$ cat config.mk
export PLATFORM = sky130hd
export DESIGN_NAME = rsht_ctrl
export DESIGN_NICKNAME = d
export VERILOG_FILES = /design/src/rtl/core/rsht_pkg.sv /design/src/rtl/core/rsht_ctrl.sv
export SDC_FILE = /design/constraint.sdc
export NUM_CORES = 1
export LEC_CHECK = 0
export BUFFER_PORTS_ARGS = -buffer_cell sky130_fd_sc_hd__buf_2
export CORE_AREA = 2 2 39 41
export CTS_CLUSTER_DIAMETER = 100
export DETAILED_ROUTE_END_ITERATION = 8
export DIE_AREA = 0 0 41 43
export GPL_TIMING_DRIVEN = 1
export PLACE_DENSITY = 0.37
export SYNTH_ARGS = -nofsm -noshare
export SYNTH_HDL_FRONTEND = slang
export SYNTH_SLANG_ARGS = --single-unit
$ cat constraint.sdc
create_clock -name clk -period 1.5 [get_ports clk]
set_clock_uncertainty 0.05 [all_clocks]
set_input_delay 0.075 -clock clk [delete_from_list [all_inputs] [get_ports clk]]
set_output_delay 0.075 -clock clk [all_outputs]
set_load 0.05 [all_outputs]
$ cat src/rtl/core/rsht_pkg.sv
// Package for the range stack height tracker.
// Holds the request and response payload types, the controller state type and the command and status types.
// Depends on nothing.
package rsht_pkg;

	localparam int SPAN_BITS = 10;
	localparam int OUT_HEIGHT_BITS = 20;
	localparam int CFG_BITS = 11;
	localparam logic [CFG_BITS-1:0] COLS_RESET = 11'd1024;
	localparam logic [2:0] ADDR_COLS = 3'd0;

	typedef struct packed {
		logic [SPAN_BITS-1:0] span_left;
		logic [SPAN_BITS-1:0] span_right;
	} req_t;

	typedef struct packed {
		logic [OUT_HEIGHT_BITS-1:0] new_height;
		logic                       span_error;
	} rsp_t;

	typedef enum logic [2:0] {
		ST_CLEAR,
		ST_IDLE,
		ST_READ,
		ST_DRAIN,
		ST_WRITE
	} state_t;

	typedef struct packed {
		logic clr_step;
		logic accept;
		logic load_err;
		logic rd_issue;
		logic ptr_to_left;
		logic wr_en;
		logic load_out;
	} cmd_t;

	typedef struct packed {
		logic clr_last;
		logic span_bad;
		logic ptr_at_right;
	} sts_t;

endpackage

$ cat src/rtl/core/rsht_ctrl.sv
// Controller of the range stack height tracker.
// Sequences the clearing pass, the read scan and the write scan.
// Depends on rsht_pkg.
module rsht_ctrl (
	input  logic            clk,
	input  logic            arst_n,
	input  logic            req_valid,
	output logic            req_stall,
	output logic            rsp_valid,
	input  logic            rsp_stall,
	output rsht_pkg::cmd_t  cmd,
	input  rsht_pkg::sts_t  sts
);

	rsht_pkg::state_t state_q, state_d;
	logic out_valid_q;
	logic take;

	assign rsp_valid = out_valid_q;
	assign req_stall = (state_q != rsht_pkg::ST_IDLE) || (out_valid_q && rsp_stall);
	assign take = req_valid && !req_stall;

	always_comb begin
		state_d = state_q;
		unique case (state_q)
			rsht_pkg::ST_CLEAR: begin
				if (sts.clr_last) state_d = rsht_pkg::ST_IDLE;
			end
			rsht_pkg::ST_IDLE: begin
				if (take && !sts.span_bad) state_d = rsht_pkg::ST_READ;
			end
			rsht_pkg::ST_READ: begin
				if (sts.ptr_at_right) state_d = rsht_pkg::ST_DRAIN;
			end
			rsht_pkg::ST_DRAIN: state_d = rsht_pkg::ST_WRITE;
			rsht_pkg::ST_WRITE: begin
				if (sts.ptr_at_right) state_d = rsht_pkg::ST_IDLE;
			end
			default: state_d = rsht_pkg::ST_CLEAR;
		endcase
	end

	always_comb begin
		cmd = '0;
		unique case (state_q)
			rsht_pkg::ST_CLEAR: cmd.clr_step = 1'b1;
			rsht_pkg::ST_IDLE: begin
				cmd.accept = take;
				cmd.load_err = take && sts.span_bad;
			end
			rsht_pkg::ST_READ: cmd.rd_issue = 1'b1;
			rsht_pkg::ST_DRAIN: cmd.ptr_to_left = 1'b1;
			rsht_pkg::ST_WRITE: begin
				cmd.wr_en = 1'b1;
				cmd.load_out = sts.ptr_at_right;
			end
			default: cmd = '0;
		endcase
	end

	always_ff @(posedge clk or negedge arst_n) begin
		if (!arst_n) begin
			state_q <= rsht_pkg::ST_CLEAR;
			out_valid_q <= 1'b0;
		end else begin
			state_q <= state_d;
			if (cmd.load_err || cmd.load_out) out_valid_q <= 1'b1;
			else if (out_valid_q && !rsp_stall) out_valid_q <= 1'b0;
		end
	end

endmodule

==> metrics.txt <==
status complete, no violations; CTS tree yes; Netlist Area Pre-Place 239 µm²; CP max FO 5; Power Density 2570 nW/µm²; final worst slack 49.7 ps; Nets 59; Area contributors post-synth dfrtp_1, nor3b_2, a21o_1, inv_1, nand2_1; syn nets 32; H-tree depth 1; critical path startpoint category register; sequential share of the synthesized area 41.9%; 1st-iter DRT viols 4; Avg WL per Cell 10.2 µm; setup violators final 0; CP Capture Type output port; clock root buffer clkbuf_4; Worst-Skew Late Latency 230 ps; most common cell after layout, fill and taps aside buf_2; Yosys top cell by area dfrtp_1; Yosys top cell area share 41.9%; grt met3 use 4.71%; Routed WL 672 µm; cell family with most CP delay flip-flops; share of cells above drive strength 1 70.0%; final core occ 33.5%; Final Cell Area 464 µm²; GPL Wtd Cong 0.701; largest net degree at the start of global routing 7; Die ar. 1760 µm²; vias in the first global route 263; P&R area growth vs syn 94.2%; gr busiest metal met2; CTS Buf Count 3; row cnt 14; number of synthesized register bits 4; Arr. time, crit path 1330 ps; initial antenna violation count 0; core area 1380 µm²; Peak supply drop 1.26 mV; GR Util met1 11.9%; Syn. warnings 0; drt drc 0; Overflow after GRT 0; RSZ-0062 raised after global routing yes; Die Span Y 43 µm; Ports 16; max_slew headroom 76.1%; Max Cap Violations 0; Diodes inserted 0; Slowest cell on crit path dfrtp_2; Tcrit/Tclk final 96.7%; Vias/cell 4.30; worst path bufs/invs 2; Reg2Reg Setup Slack 300 ps; GRT Util Overall 9.55%; final hold violations 0; Chip Width 41 µm; highest-count cells in the layout ignoring fill and taps buf_2, buf_4, inv_1, clkbuf_4, dfrtp_2; antenna viol nets, final 0; Fmax 690 MHz; Fillers 151; met2 global-route usage 13.4%; first-pass GRT wire length 1.12 mm; Clock transition at path regs 30 ps; synthesized area per cell 9.56 µm²; non-filler cells, final 66; clock sinks 4; Syn Inst Count 25; Clock Path Buffers 2; critical path cell sequence nor3b_4 -> buf_4 -> nand2_1 -> buf_2; PortBufs 15; drt pass-1 iters 3; Slew Limit Fails 0; Hold Crit Class primary input to register; Lkg Pwr 0.256 nW; vias 284; Fin Hold WS 82.0 ps; worst-margin pin slew 353 ps; delay of the slowest cell on the worst path 450 ps; kind of critical path register to output port; Placed Cells 56; initial core utilization 17.3%; DP Area 357 µm²; dpl ws 100 ps; crit path time final 1450 ps; HPWL after DPL 520 µm; post-synth cell types 15; Required @ worst endpoint 1370 ps
## routing by layer
| metal | wire [µm] | share of wire (%) | vias to the layer above |
|---|---|---|---|
| li1 | - | - | 141 |
| met1 | 301 | 45 | 128 |
| met2 | 315 | 47 | 15 |
| met3 | 56 | 8.3 | 0 |
| met4 | 0 | 0 | 0 |
| met5 | 0 | 0 | - |
## registers in the layout, summed over array words and instances (netlist names)
| register | cells |
|---|---|
| state_q | 3 |
| rsp_valid | 1 |
## cell type report
type | count | area, µm² | share of cell area (%)
sequential | 4 | 104 | 22.4
timing repair buffer | 22 | 145 | 31.3
inverter | 4 | 18.8 | 4.04
tap | 16 | 20.0 | 4.31
clock buffer | 3 | 22.5 | 4.85
multi-input combinational | 17 | 154 | 33.2
## final timing paths
check | startpoint | endpoint | depth (start not counted)
hold reg to reg | rsp_valid | rsp_valid | 2
max in group asynchronous | arst_n | state_q[1] | 2
min in group asynchronous | arst_n | state_q[0] | 2
setup / recovery | state_q[1] | req_stall | 4
hold / removal | sts[1] | state_q[1] | 3
setup reg to reg | state_q[1] | rsp_valid | 4
## through the flow
step | TNS [ps] | power [W]
final | 0 | 0.00119
after global placement | 0 | 0.000897
after detailed placement | 0 | 0.000899
after floorplan | -78.9 | 0.000747
after global routing | -44.0 | 0.00127
after CTS | 0 | 0.00109
## worst reg2reg max path, delay by kind of cell, from the launching register on
family / cells / cell delay, ps
flip-flops: 1 / 450
AND/OR/NAND/NOR: 3 / 480
buffers and inverters: 1 / 160
## cell families after synthesis
group	Yosys count	share of synthesized area, %
multiplexers	1	4.19
AND/OR/NAND/NOR	11	31.4
buffers and inverters	4	6.28
flip-flops	4	41.9
AO/OA/AOI/OAI	5	16.2
## power by group
part	total (W)	switching (W)	internal, W	leakage [nW]
Clock	0.000131	0.0000415	0.0000893	0.0138
Sequential	0.000252	0.0000870	0.000165	0.0479
Combinational	0.000810	0.000499	0.000311	0.195
Total	0.00119	0.000627	0.000565	0.256
## what timing repair did
action / 4_1_cts / 5_1_grt
pin swaps: 0 / 2
endpoints found under the hold margin: 4 / 0
gates cloned: 0 / 0
resized for setup: 8 / 2
buffers inserted: 0 / 6
setup endpoints to repair: 3 / 3
hold buffers: 1 / 0
## cell usage after synthesis
master / count
nor3b_2: 2
mux2i_1: 1
o311ai_0: 1
and3b_1: 1
inv_1: 4
and3_1: 1
nor3b_1: 1
dfrtp_1: 4
nand3_1: 1
a21bo_2: 1
a21o_1: 2
nor3_1: 1
nand2_1: 3
nand4_1: 1
o21ai_0: 1
(Power assumes the default switching activity.)
